===== config.mk =====
export PLATFORM = sky130hd
export DESIGN_NAME = sensor_frame_checksum_parser_core
export DESIGN_NICKNAME = d
export VERILOG_FILES = /design/src/hw/rtl/sfcp_pkg.sv /design/src/hw/rtl/sfcp_frame_track.sv /design/src/hw/rtl/sensor_frame_checksum_parser_core.sv
export VERILOG_INCLUDE_DIRS = /design/src /design/src/hw/rtl
export SDC_FILE = /design/constraint.sdc
export NUM_CORES = 1
export LEC_CHECK = 0
export BUFFER_PORTS_ARGS = -buffer_cell sky130_fd_sc_hd__buf_4
export CAP_MARGIN = 15
export CORE_UTILIZATION = 35
export CTS_CLUSTER_SIZE = 25
export DETAILED_ROUTE_END_ITERATION = 6
export GPL_TIMING_DRIVEN = 0
export HOLD_SLACK_MARGIN = 0.15
export SYNTH_ARGS = -nofsm -noshare
export SYNTH_HDL_FRONTEND = slang
export SYNTH_SLANG_ARGS = --single-unit

===== constraint.sdc =====
create_clock -name clk -period 16.5 [get_ports clk]
set_input_delay 3.3 -clock clk [delete_from_list [all_inputs] [get_ports clk]]
set_output_delay 3.3 -clock clk [all_outputs]
set_load 0.01 [all_outputs]

===== src/hw/rtl/sensor_frame_checksum_parser_core_macros.svh =====
// ----------------------------------------------------------------------------
// Sensor frame checksum parser - assertion macros
// Concurrent assertion shorthands clocked on clk, disabled in reset.
// ----------------------------------------------------------------------------
`ifndef SENSOR_FRAME_CHECKSUM_PARSER_CORE_MACROS_SVH
`define SENSOR_FRAME_CHECKSUM_PARSER_CORE_MACROS_SVH

// same-cycle implication
`define SFCP_ASSERT_IMP(label, ante, cons) \
    label: assert property (@(posedge clk) disable iff (!rst_n) (ante) |-> (cons)) \
        else $error("sfcp assertion failed");

// next-cycle implication
`define SFCP_ASSERT_NXT(label, ante, cons) \
    label: assert property (@(posedge clk) disable iff (!rst_n) (ante) |=> (cons)) \
        else $error("sfcp assertion failed");

`endif


===== src/hw/rtl/sfcp_pkg.sv =====
// ----------------------------------------------------------------------------
// Sensor frame checksum parser - package
// Frame layout constants, phase type and the tracker status bundle.
// ----------------------------------------------------------------------------
package sfcp_pkg;

    localparam logic [7:0] SYNC_BYTE = 8'h55;
    localparam logic [7:0] HDR_B1    = 8'h0A;
    localparam logic [7:0] HDR_B2    = 8'h85;
    localparam logic [7:0] HDR_B3    = 8'h01;

    localparam logic [3:0] POS_FIRST   = 4'd1;
    localparam logic [3:0] POS_HDR1    = 4'd1;
    localparam logic [3:0] POS_HDR2    = 4'd2;
    localparam logic [3:0] POS_HDR3    = 4'd3;
    localparam logic [3:0] POS_COND_HI = 4'd4;
    localparam logic [3:0] POS_COND_LO = 4'd5;
    localparam logic [3:0] POS_TEMP_HI = 4'd6;
    localparam logic [3:0] POS_TEMP_LO = 4'd7;
    localparam logic [3:0] POS_LAST    = 4'd10;

    // x / 10 == (x * 52429) >> 19 for any 16-bit x
    localparam logic [15:0] RECIP_TEN = 16'd52429;
    localparam int          RECIP_SHIFT = 19;

    typedef enum logic
    {
        PH_HUNT,
        PH_COLLECT
    } phase_t;

    typedef struct packed
    {
        logic        last;
        logic        header_ok;
        logic [7:0]  sum;
        logic [15:0] temperature;
        logic [12:0] cond_quot;
    } frame_stat_t;

endpackage


===== src/hw/rtl/sfcp_frame_track.sv =====
// ----------------------------------------------------------------------------
// Sensor frame checksum parser - frame tracker
// Sync hunt, byte position, running sum, header check and field capture.
// ----------------------------------------------------------------------------
module sfcp_frame_track
    import sfcp_pkg::*;
(
    input  logic        clk,
    input  logic        rst_n,
    input  logic        take,
    input  logic [7:0]  rx_byte,
    output frame_stat_t stat
);

    phase_t      phase_reg;
    phase_t      phase_next;
    logic [3:0]  pos_reg;
    logic [3:0]  pos_next;
    logic [7:0]  sum_reg;
    logic [7:0]  sum_next;
    logic        hdr_reg;
    logic        hdr_next;
    logic [7:0]  cond_hi_reg;
    logic [7:0]  cond_hi_next;
    logic [15:0] temp_reg;
    logic [15:0] temp_next;
    logic [12:0] quot_reg;
    logic [12:0] quot_next;
    logic [31:0] prod;

    assign prod = 32'({cond_hi_reg, rx_byte}) * 32'(RECIP_TEN);

    always_comb
    begin
        phase_next   = phase_reg;
        pos_next     = pos_reg;
        sum_next     = sum_reg;
        hdr_next     = hdr_reg;
        cond_hi_next = cond_hi_reg;
        temp_next    = temp_reg;
        quot_next    = quot_reg;
        if (take)
        begin
            case (phase_reg)
                PH_HUNT:
                begin
                    if (rx_byte == SYNC_BYTE)
                    begin
                        phase_next = PH_COLLECT;
                        pos_next   = POS_FIRST;
                        sum_next   = rx_byte;
                        hdr_next   = 1'b1;
                    end
                end
                PH_COLLECT:
                begin
                    sum_next = sum_reg + rx_byte;
                    pos_next = pos_reg + 4'd1;
                    case (pos_reg)
                        POS_HDR1:    hdr_next = hdr_reg & (rx_byte == HDR_B1);
                        POS_HDR2:    hdr_next = hdr_reg & (rx_byte == HDR_B2);
                        POS_HDR3:    hdr_next = hdr_reg & (rx_byte == HDR_B3);
                        POS_COND_HI: cond_hi_next = rx_byte;
                        POS_COND_LO: quot_next = prod[RECIP_SHIFT+12:RECIP_SHIFT];
                        POS_TEMP_HI: temp_next = {rx_byte, temp_reg[7:0]};
                        POS_TEMP_LO: temp_next = {temp_reg[15:8], rx_byte};
                        POS_LAST:
                        begin
                            phase_next = PH_HUNT;
                            pos_next   = 4'd0;
                        end
                        default: ;
                    endcase
                end
                default: phase_next = PH_HUNT;
            endcase
        end
    end

    always_comb
    begin
        stat.last        = (phase_reg == PH_COLLECT) && (pos_reg == POS_LAST);
        stat.header_ok   = hdr_reg;
        stat.sum         = sum_reg;
        stat.temperature = temp_reg;
        stat.cond_quot   = quot_reg;
    end

    always_ff @(posedge clk or negedge rst_n)
    begin
        if (!rst_n)
        begin
            phase_reg <= PH_HUNT;
            pos_reg   <= 4'd0;
        end
        else
        begin
            phase_reg <= phase_next;
            pos_reg   <= pos_next;
        end
    end

    always_ff @(posedge clk)
    begin
        sum_reg     <= sum_next;
        hdr_reg     <= hdr_next;
        cond_hi_reg <= cond_hi_next;
        temp_reg    <= temp_next;
        quot_reg    <= quot_next;
    end

endmodule


===== src/hw/rtl/sensor_frame_checksum_parser_core.sv =====
// ----------------------------------------------------------------------------
// Sensor frame checksum parser - top level
// Frames 55 0A 85 01 sensor packets and reports checked, held readings.
// ----------------------------------------------------------------------------
// Takes one received byte per cycle unless in_stall is high. Bytes are
// dropped until 0x55, which opens an 11-byte frame; on the eleventh byte
// one result word leaves with the header and checksum flags and the held
// temperature, conductivity and dissolved-solids values, refreshed only
// by a frame that passes both checks. A byte is accepted the cycle it is
// offered, but for a closing byte: the single output register is the
// only hold-off point, so that byte waits only while the previous result
// word is still stalled. The registered result word shows in the cycle
// after the closing byte is taken. Conductivity / 10 is done by a reciprocal multiply registered when byte 5 arrives.
module sensor_frame_checksum_parser_core
    import sfcp_pkg::*;
(
    input  logic        clk,
    input  logic        rst_n,
    input  logic        in_valid,
    output logic        in_stall,
    input  logic [7:0]  rx_byte,
    output logic        out_valid,
    input  logic        out_stall,
    output logic        header_ok,
    output logic        checksum_ok,
    output logic [15:0] temperature_tenths,
    output logic [12:0] conductivity,
    output logic [11:0] dissolved_solids
);

`include "sensor_frame_checksum_parser_core_macros.svh"

    frame_stat_t stat;
    logic        take;
    logic        close;
    logic        sum_match;
    logic        out_valid_reg;
    logic        out_valid_next;
    logic        header_ok_reg;
    logic        checksum_ok_reg;
    logic [15:0] temp_reg;
    logic [15:0] temp_next;
    logic [12:0] cond_reg;
    logic [12:0] cond_next;
    logic [11:0] solids_reg;
    logic [11:0] solids_next;

    sfcp_frame_track u_track
    (
        .clk     (clk),
        .rst_n   (rst_n),
        .take    (take),
        .rx_byte (rx_byte),
        .stat    (stat)
    );

    assign in_stall  = out_valid_reg && out_stall && stat.last;
    assign take      = in_valid && !in_stall;
    assign close     = take && stat.last;
    assign sum_match = stat.header_ok && (stat.sum == rx_byte);

    always_comb
    begin
        out_valid_next = out_valid_reg && out_stall;
        temp_next      = temp_reg;
        cond_next      = cond_reg;
        solids_next    = solids_reg;
        if (close)
        begin
            out_valid_next = 1'b1;
            if (sum_match)
            begin
                temp_next   = stat.temperature;
                cond_next   = stat.cond_quot;
                solids_next = stat.cond_quot[12:1];
            end
        end
    end

    always_ff @(posedge clk or negedge rst_n)
    begin
        if (!rst_n)
        begin
            out_valid_reg <= 1'b0;
            temp_reg      <= 16'd0;
            cond_reg      <= 13'd0;
            solids_reg    <= 12'd0;
        end
        else
        begin
            out_valid_reg <= out_valid_next;
            temp_reg      <= temp_next;
            cond_reg      <= cond_next;
            solids_reg    <= solids_next;
        end
    end

    always_ff @(posedge clk)
    begin
        if (close)
        begin
            header_ok_reg   <= stat.header_ok;
            checksum_ok_reg <= sum_match;
        end
    end

    assign out_valid          = out_valid_reg;
    assign header_ok          = header_ok_reg;
    assign checksum_ok        = checksum_ok_reg;
    assign temperature_tenths = temp_reg;
    assign conductivity       = cond_reg;
    assign dissolved_solids   = solids_reg;

    `SFCP_ASSERT_IMP(a_stall_needs_pending, in_stall, out_valid_reg)
    `SFCP_ASSERT_NXT(a_close_gives_word, close, out_valid_reg)
    `SFCP_ASSERT_IMP(a_sum_implies_hdr, out_valid_reg && checksum_ok_reg, header_ok_reg)
    `SFCP_ASSERT_IMP(a_solids_half, 1'b1, solids_reg == cond_reg[12:1])

endmodule


==> Word level (Yosys, flattened, before mapping) <==
Cells that the tools add are included.
{ "op_classes": {"n_addsub": 2, "n_mul": 1, "n_eq_ne": 15, "n_mux": 13, "bitwise_logic": 6, "n_reduce_logical": 14} }
{ "op_table": {"columns": ["op", "n"], "rows": [
  ["multiplier 16 x 16 -> 32 bit, second input constant", 1],
  ["case mux 16 bit (2 select lines)", 1],
  ["== test 4 x 3 -> 1 bit, second input constant", 4],
  ["case mux 8 bit (2 select lines)", 1],
  ["AND reduction 3 bit", 3],
  ["adder 8 bit", 1],
  ["== test 4 x 2 -> 1 bit, second input constant", 2],
  ["== test 8 x 1 -> 1 bit, second input constant", 1],
  ["== test 8 x 4 -> 1 bit, second input constant", 1],
  ["== test 8 x 7 -> 1 bit, second input constant", 1],
  ["== test 8 bit", 1],
  ["== test 8 bit, second input constant", 1],
  ["2-to-1 mux 4 bit", 2],
  ["2-to-1 mux 8 bit", 1],
  ["case mux 4 bit (2 select lines)", 1],
  ["AND reduction 4 bit", 2],
  ["logical AND 1 bit", 6],
  ["adder 4 x 1 -> 4 bit, second input constant", 1],
  ["== test 4 x 1 -> 1 bit, second input constant", 1],
  ["== test 4 bit, second input constant", 1],
  ["2-to-1 mux 1 bit", 4],
  ["inequality test 4 bit, second input constant", 1],
  ["case mux 1 bit (2 select lines)", 2],
  ["AND reduction 2 bit", 2],
  ["5 further kinds", 9]
]} }
{ "totals": {"reg_bits": 95, "inputBits": 12, "output_inout_bits": 45, "elab_cells": 65} }

==> Logic depth before layout (Yosys ltp) <==
Gate-level depths: netlist of the first run.
{ "logic_depth": {"ltp_word": 7, "mapped_depth": 19, "mapped_depth_nobuf": 19} }

==> Hierarchy <==
Synthesis of the first run repeated with hierarchy kept, for this count alone.
{ "hier_totals": {"hier_cells": 802, "hier_area_um2": 8539.4} }
{ "by_module_without_submodules": {"columns": ["module", "n_inst", "cells_per_inst", "area_each_um2", "seq_area_each_um2"], "rows": [
  ["sfcp_frame_track", 1, 707, 7156.9, 1506.4],
  ["sensor_frame_checksum_parser_core", 1, 95, 1382.6, 810.8]
]} }

==> Worst setup path before layout of the first run <==
OpenSTA, ideal clock, no wires.
{ "synth_timing": {"kind": "input -> register", "from": "input rx_byte[3]", "to": "register u_track.quot_reg[7], data pin", "setup_ps": 256, "arrival_time_ps": 7948, "t_required_ps": 16244, "setup_slack_ps": 8296, "path_stages": 17, "n_path_buf": 0, "path_cell_list": "inv_1 -> ha_1 -> fa_1 -> inv_1 -> fa_1 -> fa_1 -> fa_1 -> inv_1 -> fa_1 -> inv_1 -> ha_1 -> nand3_2 -> o21bai_1 -> a211oi_4 -> o21ai_2 -> or4_1 -> and4_1"} }
{ "synth_via": {"elab_chain_len": 1} }
{ "synth_rtl": {"columns": ["element", "line", "rtl"], "rows": [
  ["start: declaration", "sensor_frame_checksum_parser_core.sv:21", "input logic [7:0] rx_byte,"],
  ["multiplier 16 x 16 -> 32 bit", "sfcp_frame_track.sv:31", "assign prod = 32'({cond_hi_reg, rx_byte}) * 32'(RECIP_TEN);"],
  ["named net u_track.prod[26]", "sfcp_frame_track.sv:29", "logic [31:0] prod;"],
  ["end signal: assignment", "sfcp_frame_track.sv:109", "quot_reg <= quot_next;"],
  ["end: declaration", "sfcp_frame_track.sv:27", "logic [12:0] quot_reg;"]
]} }
The timed path passes the listed nets, and every way through them passes these cells.
A chain may end at the register's enable or synchronous reset.

==> Worst setup path in the final report of the first run <==
{ "layout_timing": {"from": "input rx_byte[3]", "to": "register u_track.quot_reg[11], data pin"} }
Same word-level chain as after synthesis.

==> results of run 1 <==
final cells by class:
cell class | instances | share of cell area (%)
Inverter | 186 | 7.26
Sequential cell | 83 | 24.1
Timing Repair Buffer | 58 | 4.50
Tap cell | 319 | 4.15
Multi-Input combinational cell | 514 | 55.1
Buffer | 27 | 1.77
Clock inverter | 6 | 0.508
Clock buffer | 10 | 2.60
metal layers:
layer	track usage, %	vias up	part of all wire [%]
met5	0	-	0
met4	3.93	0	1.2
met3	2.05	15	3.9
met2	24.8	101	48
met1	21.3	2719	47
li1	-	2793	-
cells by family after synthesis:
logic type	Yosys count	share of synthesized area, %
and+or+nand+nor	140	8.10
adders and majority gates	224	40.1
buffers and inverters	213	10.2
xor gates and xnor gates	22	2.27
AOI/OAI and AO/OA	93	7.32
DFF	83	27.3
muxes	35	4.62
cell usage in the layout, fill, tap and decap left out, types with 5 or more instances in the layout:
cell | netlist | layout
nand2_1 | 36 | 36
inv_1 | 186 | 186
clkbuf_1 | 8 | 8
ha_1 | 144 | 144
a21o_1 | 6 | 6
and3_1 | 5 | 5
a21oi_1 | 30 | 30
nand2b_1 | 5 | 5
nand4_1 | 6 | 6
fa_1 | 80 | 80
edfxtp_1 | 48 | 48
buf_4 | 14 | 71
mux2_2 | 33 | 33
nor2_1 | 40 | 40
o21ai_0 | 18 | 18
clkbuf_16 | 0 | 10
o211ai_1 | 5 | 5
nand3_1 | 13 | 13
nor3_1 | 10 | 10
nor2b_1 | 6 | 6
xnor2_1 | 15 | 15
dfrtp_1 | 35 | 35
xor2_1 | 7 | 7
worst reg2reg max path: stages, from the launching register on:
cell	delay (ps)
edfxtp_1	510
ha_1	380
inv_1	100
fa_1	490
inv_1	60
fa_1	510
fa_1	540
fa_1	560
inv_1	80
fa_1	560
inv_1	50
ha_1	360
nand3_2	130
nor4_1	60
a211oi_1	670
a21oi_1	220
or4b_1	490
and3_1	150
power by group through the flow:
stage | sequential (mW) | clock [mW] | combinational (mW)
floorplan | 0.253 | 0 | 0.552
global route | 0.250 | 0.215 | 0.828
CTS | 0.250 | 0.207 | 0.735
global placement | 0.254 | 0 | 0.718
finish | 0.250 | 0.202 | 0.725
detailed placement | 0.254 | 0 | 0.728
stage by stage:
step                      setup WS, ps  hold WS, ps  cell area, sq um  utilization (%)
after CTS                         7670          472              9610             40.7
after global routing              7420          489              9610             40.7
after detailed placement          7340          461              9310             39.4
after floorplan                   8300          442              8480                -
final                             7650          470              9610             40.7
after global placement            7360          456              9300             39.4
worst min-delay path by stage:
stage	from	to	slack, ps	cells past startpoint
after floorplan	u_track.hdr_reg$_SDFFCE_PN1P_	header_ok$_DFFE_PP_	440	0
after global placement	u_track.quot_reg[0]$_DFFE_PP_	conductivity[0]$_DFFE_PN0P_	460	1
after detailed placement	u_track.temp_reg[6]$_DFFE_PP_	temperature_tenths[6]$_DFFE_PN0P_	460	1
after CTS	u_track.temp_reg[2]$_DFFE_PP_	temperature_tenths[2]$_DFFE_PN0P_	470	1
after global routing	u_track.temp_reg[2]$_DFFE_PP_	temperature_tenths[2]$_DFFE_PN0P_	490	1
final	u_track.temp_reg[2]$_DFFE_PP_	temperature_tenths[2]$_DFFE_PN0P_	470	1
synthesized netlist by cell type, types with 7 or more instances:
library cell / count
buf_4: 14
dfrtp_1: 35
mux2_2: 33
clkbuf_1: 8
ha_1: 144
xnor2_1: 15
inv_1: 186
nand3_1: 13
fa_1: 80
a21oi_1: 30
nand2_1: 36
nor3_1: 10
o21ai_0: 18
edfxtp_1: 48
nor2_1: 40
xor2_1: 7
==> run_summary.xml, run 1 <==
<?xml version="1.0" encoding="UTF-8"?>
<metrics>
  <group name="status">
    <metric name="run_status" unit="">completed</metric>
  </group>
  <group name="cts">
    <metric name="cts_root_buf" unit="">clkbuf_16</metric>
    <metric name="post_cts_resize_count" unit="">0</metric>
    <metric name="clock_insertion_delay_worst_skew" unit="ps">360</metric>
    <metric name="cts_tree" unit="">yes</metric>
    <metric name="clkSlewWorstSetupHoldPaths" unit="ps">60</metric>
    <metric name="postCtsSetupRepairBufs" unit="">0</metric>
    <metric name="holdBufCountCts" unit="">0</metric>
    <metric name="clkSinkCount" unit="">83</metric>
    <metric name="deepest_clock_path_buffer_count" unit="">2</metric>
    <metric name="cts_max_level" unit="">3</metric>
    <metric name="cts_buffers" unit="">9</metric>
  </group>
  <group name="setup_path">
    <metric name="worst_setup_path_endpoint" unit="">u_track.quot_reg[11]$_DFFE_PP_</metric>
    <metric name="critPathCaptureType" unit="">register</metric>
    <metric name="cp.buffers_inverters" unit="">5</metric>
    <metric name="reg2reg_setup_slack" unit="ps">10330</metric>
    <metric name="regToRegStartpoint" unit="">u_track.cond_hi_reg[0]$_DFFE_PP_</metric>
    <metric name="worst-path-max-fanout" unit="">8</metric>
    <metric name="critical_path_s_slowest_cell" unit="">a211oi_1</metric>
    <metric name="regToRegEndpoint" unit="">u_track.quot_reg[11]$_DFFE_PP_</metric>
    <metric name="crit_chain" unit="">buf_4 &gt; inv_1 &gt; ha_1 &gt; fa_1 &gt; inv_1 &gt; fa_1 &gt; fa_1 &gt; fa_1 &gt; inv_1 &gt; fa_1 &gt; inv_1 &gt; ha_1 &gt; nand3_2 &gt; nor4_1 &gt; a211oi_1 &gt; a21oi_1 &gt; or4b_1 &gt; and3_1</metric>
    <metric name="critical_path.startpoint" unit="">rx_byte[3]</metric>
    <metric name="cp-start-kind" unit="">input pin</metric>
    <metric name="worst-path-stages" unit="">18</metric>
    <metric name="arrival" unit="ps">8950</metric>
    <metric name="crit_top_cell" unit="">fa_1</metric>
    <metric name="crit_family" unit="">adder cells</metric>
    <metric name="critical-path-max-stage-delay" unit="ps">670</metric>
    <metric name="timing_worst_setup_path_type" unit="">in2reg</metric>
    <metric name="timing.reg2reg.worst_path_depth" unit="">17</metric>
    <metric name="required_worst_endpoint" unit="ps">16600</metric>
  </group>
  <group name="placement">
    <metric name="dp_hpwl" unit="microns">14900</metric>
    <metric name="post-place-cells" unit="">1186</metric>
    <metric name="buffer_ports.inserted" unit="">56</metric>
    <metric name="place_congestion" unit="">0.924</metric>
  </group>
  <group name="yosys">
    <metric name="number_of_nets_produced_by_synthesis" unit="">1046</metric>
    <metric name="yosysWarningCount" unit="">0</metric>
    <metric name="post_synth_instance_area" unit="sq um">8480</metric>
    <metric name="yosysTopAreaCellShare" unit="%">21.2</metric>
    <metric name="count_of_flip_flops_with_a_built_in_enable_after_synthesis" unit="">48</metric>
    <metric name="ffs_w_async_s_r_synth" unit="%">42.2</metric>
    <metric name="netlist_instances" unit="">810</metric>
    <metric name="netlist_top_cells_area" unit="">ha_1, fa_1, edfxtp_1</metric>
    <metric name="yosys.area.top_type" unit="">ha_1</metric>
    <metric name="yosys.cell_types.count" unit="">59</metric>
    <metric name="ys_ff_latch" unit="">83</metric>
    <metric name="synth-main-ff-cell" unit="">edfxtp_1</metric>
    <metric name="synth_sequential_area_ratio" unit="%">27.3</metric>
    <metric name="syn_area_per_cell" unit="sq um">10.5</metric>
  </group>
  <group name="pwr">
    <metric name="internal_power" unit="uW">644</metric>
    <metric name="finalPower" unit="mW">1.18</metric>
    <metric name="pwr-share-seq" unit="%">21.2</metric>
    <metric name="clockPowerShare" unit="%">17.2</metric>
    <metric name="switching_share" unit="%">45.3</metric>
    <metric name="power-per-cell-area" unit="nW/um^2">122</metric>
    <metric name="power_switching" unit="uW">534</metric>
    <metric name="comb_power_share" unit="%">61.6</metric>
    <metric name="power.leakage" unit="nW">4.85</metric>
    <metric name="peakVddDrop" unit="uV">82.0</metric>
  </group>
  <group name="layout">
    <metric name="multi_input_area" unit="sq um">5300</metric>
    <metric name="layout-drive-gt1-share" unit="%">15.2</metric>
    <metric name="filler_cell_count" unit="">2306</metric>
    <metric name="seq_area" unit="sq um">2320</metric>
    <metric name="final-instance-count-excl-fill" unit="">1203</metric>
    <metric name="area.growth.synth_to_final" unit="%">13.3</metric>
    <metric name="antenna_cells" unit="">0</metric>
    <metric name="fin_nets" unit="">1115</metric>
  </group>
  <group name="detailed_routing">
    <metric name="post-route-drc-count" unit="">0</metric>
    <metric name="postRouteAntennaNets" unit="">0</metric>
    <metric name="wire_per_inst" unit="microns">14.6</metric>
    <metric name="detailed_route_iter0_violations" unit="">277</metric>
    <metric name="dr.pass1.iters" unit="">4</metric>
    <metric name="routed_wl" unit="microns">17600</metric>
    <metric name="route.detailed.vias_per_inst" unit="">4.68</metric>
    <metric name="num_vias" unit="">5628</metric>
  </group>
  <group name="grt">
    <metric name="grt_overflow_total" unit="">0</metric>
    <metric name="first_global_vias" unit="">5526</metric>
    <metric name="grt_antenna_before_repair" unit="">0</metric>
    <metric name="pin_count_of_the_biggest_net_entering_global_routing" unit="">36</metric>
    <metric name="groute.usage.overall" unit="%">15.3</metric>
    <metric name="grt_pass1_wl" unit="microns">28800</metric>
  </group>
  <group name="timing">
    <metric name="fmax" unit="GHz">0.113</metric>
    <metric name="worst-slew-pin-transition" unit="ps">771</metric>
    <metric name="finalSetupViolations" unit="">0</metric>
    <metric name="grt_setup_unrepaired" unit="">no</metric>
    <metric name="finalMaxSlewViolations" unit="">0</metric>
    <metric name="maxSlewHeadroom" unit="%">48.3</metric>
    <metric name="hold_viol_final" unit="">0</metric>
    <metric name="period_needed" unit="ps">8850</metric>
    <metric name="fin_skew" unit="ps">14.9</metric>
    <metric name="final.period_utilization" unit="%">53.6</metric>
    <metric name="tns" unit="ps">0</metric>
  </group>
  <group name="min_path">
    <metric name="holdCritPathClass" unit="">reg2reg</metric>
  </group>
  <group name="floorplan">
    <metric name="num_io_pins" unit="">57</metric>
    <metric name="die-area" unit="sq um">24900</metric>
    <metric name="floorplan.rows" unit="">56</metric>
    <metric name="chipWidth" unit="microns">158</metric>
    <metric name="floorplan.initialDensity" unit="%">35.9</metric>
    <metric name="fp.coreArea" unit="sq um">23600</metric>
    <metric name="die_h" unit="microns">158</metric>
  </group>
  <group name="flow_run">
    <metric name="drv_cap" unit="">0</metric>
  </group>
</metrics>
(Power assumes the default switching activity.)
==> run 2, diff against run 1 <==
--- a/config.mk
+++ b/config.mk
@@ -6,6 +6,7 @@
 export SDC_FILE = /design/constraint.sdc
 export NUM_CORES = 1
 export LEC_CHECK = 0
+export ABC_AREA = 1
 export BUFFER_PORTS_ARGS = -buffer_cell sky130_fd_sc_hd__buf_4
 export CAP_MARGIN = 15
 export CORE_UTILIZATION = 35
==> constraint.sdc (replaced) <==
create_clock -name clk -period 9.1 [get_ports clk]
set_input_delay 1.82 -clock clk [delete_from_list [all_inputs] [get_ports clk]]
set_output_delay 1.82 -clock clk [all_outputs]
set_load 0.01 [all_outputs]
==> run 2 against run 1 <==
Compared with the run above:
- register-to-register slack lost 6600 ps
- synthesized cell count grew 30%
- utilization fell by 0.64 points
- die area rose by 4.9%
- global-route usage grew 1.8 points
- final cell count up 21%
- sequential share of layout area is 1.0 points lower
- total power increased to 3.0 times the previous value
- non-clock buffer count down 5
- combinational power grew to 3.7 times the previous value
- via count grew 20%
==> run_summary.xml, run 2 <==
<?xml version="1.0" encoding="UTF-8"?>
<metrics>
  <group name="grt">
    <metric name="grt_antenna_before_repair" unit="">0</metric>
    <metric name="grt_pass1_wl" unit="microns">34700</metric>
    <metric name="first_global_vias" unit="">6969</metric>
    <metric name="pin_count_of_the_biggest_net_entering_global_routing" unit="">36</metric>
    <metric name="groute.usage.overall" unit="%">17.1</metric>
    <metric name="grt_overflow_total" unit="">0</metric>
  </group>
  <group name="detailed_routing">
    <metric name="routed_wl" unit="microns">20800</metric>
    <metric name="route.detailed.vias_per_inst" unit="">4.64</metric>
    <metric name="num_vias" unit="">6748</metric>
    <metric name="post-route-drc-count" unit="">0</metric>
    <metric name="dr.pass1.iters" unit="">5</metric>
    <metric name="detailed_route_iter0_violations" unit="">392</metric>
    <metric name="wire_per_inst" unit="microns">14.3</metric>
    <metric name="postRouteAntennaNets" unit="">0</metric>
  </group>
  <group name="floorplan">
    <metric name="die-area" unit="sq um">26100</metric>
    <metric name="floorplan.rows" unit="">58</metric>
    <metric name="die_h" unit="microns">162</metric>
    <metric name="chipWidth" unit="microns">162</metric>
    <metric name="num_io_pins" unit="">57</metric>
    <metric name="fp.coreArea" unit="sq um">25000</metric>
    <metric name="floorplan.initialDensity" unit="%">35.6</metric>
  </group>
  <group name="layout">
    <metric name="antenna_cells" unit="">0</metric>
    <metric name="fin_nets" unit="">1354</metric>
    <metric name="layout_common_cells" unit="">inv_1, nand2_1, ha_1, fa_1, buf_4</metric>
    <metric name="final_core_util" unit="%">40.1</metric>
    <metric name="area.growth.synth_to_final" unit="%">12.7</metric>
    <metric name="filler_cell_count" unit="">2569</metric>
    <metric name="most_common_library_cell_in_the_layout_ignoring_fill_and_taps" unit="">inv_1</metric>
    <metric name="layout-drive-gt1-share" unit="%">8.73</metric>
  </group>
  <group name="setup_path">
    <metric name="critical-path-max-stage-delay" unit="ps">550</metric>
    <metric name="reg2reg_setup_slack" unit="ps">3690</metric>
    <metric name="crit_chain" unit="">buf_4 &gt; inv_1 &gt; ha_1 &gt; xor2_1 &gt; ha_1 &gt; fa_1 &gt; inv_1 &gt; fa_1 &gt; inv_1 &gt; fa_1 &gt; inv_1 &gt; fa_1 &gt; inv_1 &gt; ha_1 &gt; nand2_1 &gt; nor2_1 &gt; nand3_1 &gt; nor3_1 &gt; nor2_1 &gt; nand3_1 &gt; nand2_1</metric>
    <metric name="timing_worst_setup_path_type" unit="">in2reg</metric>
    <metric name="worst-path-max-fanout" unit="">10</metric>
    <metric name="regToRegStartpoint" unit="">u_track.cond_hi_reg[0]$_DFFE_PP_</metric>
    <metric name="critPathCaptureType" unit="">register</metric>
    <metric name="required_worst_endpoint" unit="ps">9180</metric>
    <metric name="arrival" unit="ps">6760</metric>
    <metric name="regToRegEndpoint" unit="">u_track.quot_reg[8]$_DFFE_PP_</metric>
    <metric name="timing.reg2reg.worst_path_depth" unit="">19</metric>
    <metric name="crit_top_cell" unit="">inv_1</metric>
    <metric name="cp-start-kind" unit="">input pin</metric>
    <metric name="critical_path_s_slowest_cell" unit="">fa_1</metric>
  </group>
  <group name="cts">
    <metric name="clock_insertion_delay_worst_skew" unit="ps">340</metric>
    <metric name="clkSinkCount" unit="">83</metric>
    <metric name="clkSlewWorstSetupHoldPaths" unit="ps">60</metric>
    <metric name="post_cts_resize_count" unit="">0</metric>
    <metric name="holdBufCountCts" unit="">0</metric>
    <metric name="cts_max_level" unit="">3</metric>
    <metric name="cts_root_buf" unit="">clkbuf_16</metric>
    <metric name="cts_buffers" unit="">9</metric>
    <metric name="cts_tree" unit="">yes</metric>
    <metric name="deepest_clock_path_buffer_count" unit="">2</metric>
    <metric name="postCtsSetupRepairBufs" unit="">0</metric>
  </group>
  <group name="placement">
    <metric name="place_congestion" unit="">0.896</metric>
    <metric name="buffer_ports.inserted" unit="">56</metric>
    <metric name="dp_hpwl" unit="microns">17500</metric>
  </group>
  <group name="yosys">
    <metric name="number_of_nets_produced_by_synthesis" unit="">1286</metric>
    <metric name="syn_area_per_cell" unit="sq um">8.48</metric>
    <metric name="count_of_flip_flops_with_a_built_in_enable_after_synthesis" unit="">48</metric>
    <metric name="ys_ff_latch" unit="">83</metric>
    <metric name="yosysTopAreaCellShare" unit="%">20.2</metric>
    <metric name="yosys.cell_count.top_type" unit="">inv_1</metric>
    <metric name="leading_cell_types_by_count_after_synthesis" unit="">inv_1, nand2_1, ha_1, fa_1, nor2_1</metric>
    <metric name="yosysWarningCount" unit="">0</metric>
    <metric name="synth_sequential_area_ratio" unit="%">26.0</metric>
    <metric name="yosys.cell_types.count" unit="">33</metric>
    <metric name="ffs_w_async_s_r_synth" unit="%">42.2</metric>
    <metric name="netlist_top_cells_area" unit="">ha_1, fa_1, edfxtp_1</metric>
    <metric name="synth-main-ff-cell" unit="">edfxtp_1</metric>
    <metric name="netlist_instances" unit="">1050</metric>
    <metric name="yosys.area.top_type" unit="">ha_1</metric>
    <metric name="post_synth_instance_area" unit="sq um">8900</metric>
  </group>
  <group name="min_path">
    <metric name="start_point_of_the_worst_min_delay_path" unit="">u_track.quot_reg[1]$_DFFE_PP_</metric>
    <metric name="holdCritPathClass" unit="">reg2reg</metric>
    <metric name="timing.hold.worst_endpoint" unit="">conductivity[1]$_DFFE_PN0P_</metric>
    <metric name="worstHoldPathCells" unit="">2</metric>
  </group>
  <group name="timing">
    <metric name="fin_skew" unit="ps">11.4</metric>
    <metric name="tns" unit="ps">0</metric>
    <metric name="hold_viol_final" unit="">0</metric>
    <metric name="finalSetupViolations" unit="">0</metric>
    <metric name="period_needed" unit="ps">6670</metric>
    <metric name="finalMaxSlewViolations" unit="">0</metric>
    <metric name="final.period_utilization" unit="%">73.3</metric>
    <metric name="fmax" unit="GHz">0.150</metric>
    <metric name="grt_setup_unrepaired" unit="">no</metric>
    <metric name="worst-slew-pin-transition" unit="ps">1040</metric>
    <metric name="maxSlewHeadroom" unit="%">30.0</metric>
  </group>
  <group name="pwr">
    <metric name="power-per-cell-area" unit="nW/um^2">356</metric>
    <metric name="peakVddDrop" unit="uV">237</metric>
    <metric name="power.leakage" unit="nW">5.61</metric>
  </group>
  <group name="status">
    <metric name="run_status" unit="">completed</metric>
  </group>
  <group name="flow_run">
    <metric name="drv_cap" unit="">0</metric>
  </group>
</metrics>
## run 2: power breakdown
group | internal (mW) | switching (mW)
clock | 0.194 | 0.151
sequential | 0.525 | 0.0317
combinational | 0.948 | 1.72
total | 1.67 | 1.91
## run 2: kinds of logic after synthesis
kind of cell / Yosys count / synth area share [%]
AO/OA/AOI/OAI: 102 / 6.27
XOR/XNOR: 10 / 0.984
adder cells (fa/ha/maj): 224 / 38.2
buffers and inverters: 279 / 12.5
flip-flops: 83 / 26.0
AND/OR/NAND/NOR: 352 / 16.0
## run 2: layout make-up
type | instances | area [sq um] | share of cell area (%)
buffer | 23 | 149 | 1.48
clock buffer | 11 | 243 | 2.42
clock inverter | 5 | 35.0 | 0.349
inverter | 256 | 961 | 9.58
multi-input combinational | 688 | 5480 | 54.7
sequential | 83 | 2320 | 23.1
tap | 330 | 413 | 4.12
timing repair buffer | 57 | 432 | 4.30
## run 2: per-layer routing
| metal | vias up | GRT usage (%) | wire [microns] |
|---|---|---|---|
| met5 | - | 0 | 0 |
| met4 | 0 | 5.66 | 380 |
| met3 | 21 | 1.46 | 694 |
| met2 | 133 | 29.8 | 10000 |
| met1 | 3194 | 22.2 | 9700 |
| li1 | 3400 | - | - |
## run 2: per-stage QoR
step	area [sq um]	setup WS (ps)	std cells	hold WS (ps)	power, mW
3_3_place_gp	9740	2130	1436	433	3.20
5_1_grt	10000	2110	1453	459	4.04
4_1_cts	10000	2480	1453	444	3.60
3_5_place_dp	9750	2160	1437	435	3.22
2_1_floorplan	8900	2920	1050	426	2.54
6_report	10000	2430	1453	438	3.57
## run 2: worst max-delay path by stage
stage,start,end,slack (ps),cells past startpoint
detailed placement,rx_byte[7],u_track.quot_reg[8]$_DFFE_PP_,2160,22
CTS,rx_byte[4],u_track.quot_reg[5]$_DFFE_PP_,2480,21
global placement,rx_byte[4],u_track.quot_reg[11]$_DFFE_PP_,2130,21
global route,rx_byte[7],u_track.quot_reg[8]$_DFFE_PP_,2110,22
floorplan,rx_byte[3],u_track.quot_reg[8]$_DFFE_PP_,2920,21
finish,rx_byte[4],u_track.quot_reg[5]$_DFFE_PP_,2430,21
## run 2: worst max-delay path, delay by kind of cell
kind          cells  cell delay (ps)
fa+ha+maj         7             3250
buf+inv           6              580
simple gates      7              890
xor+xnor          1              190
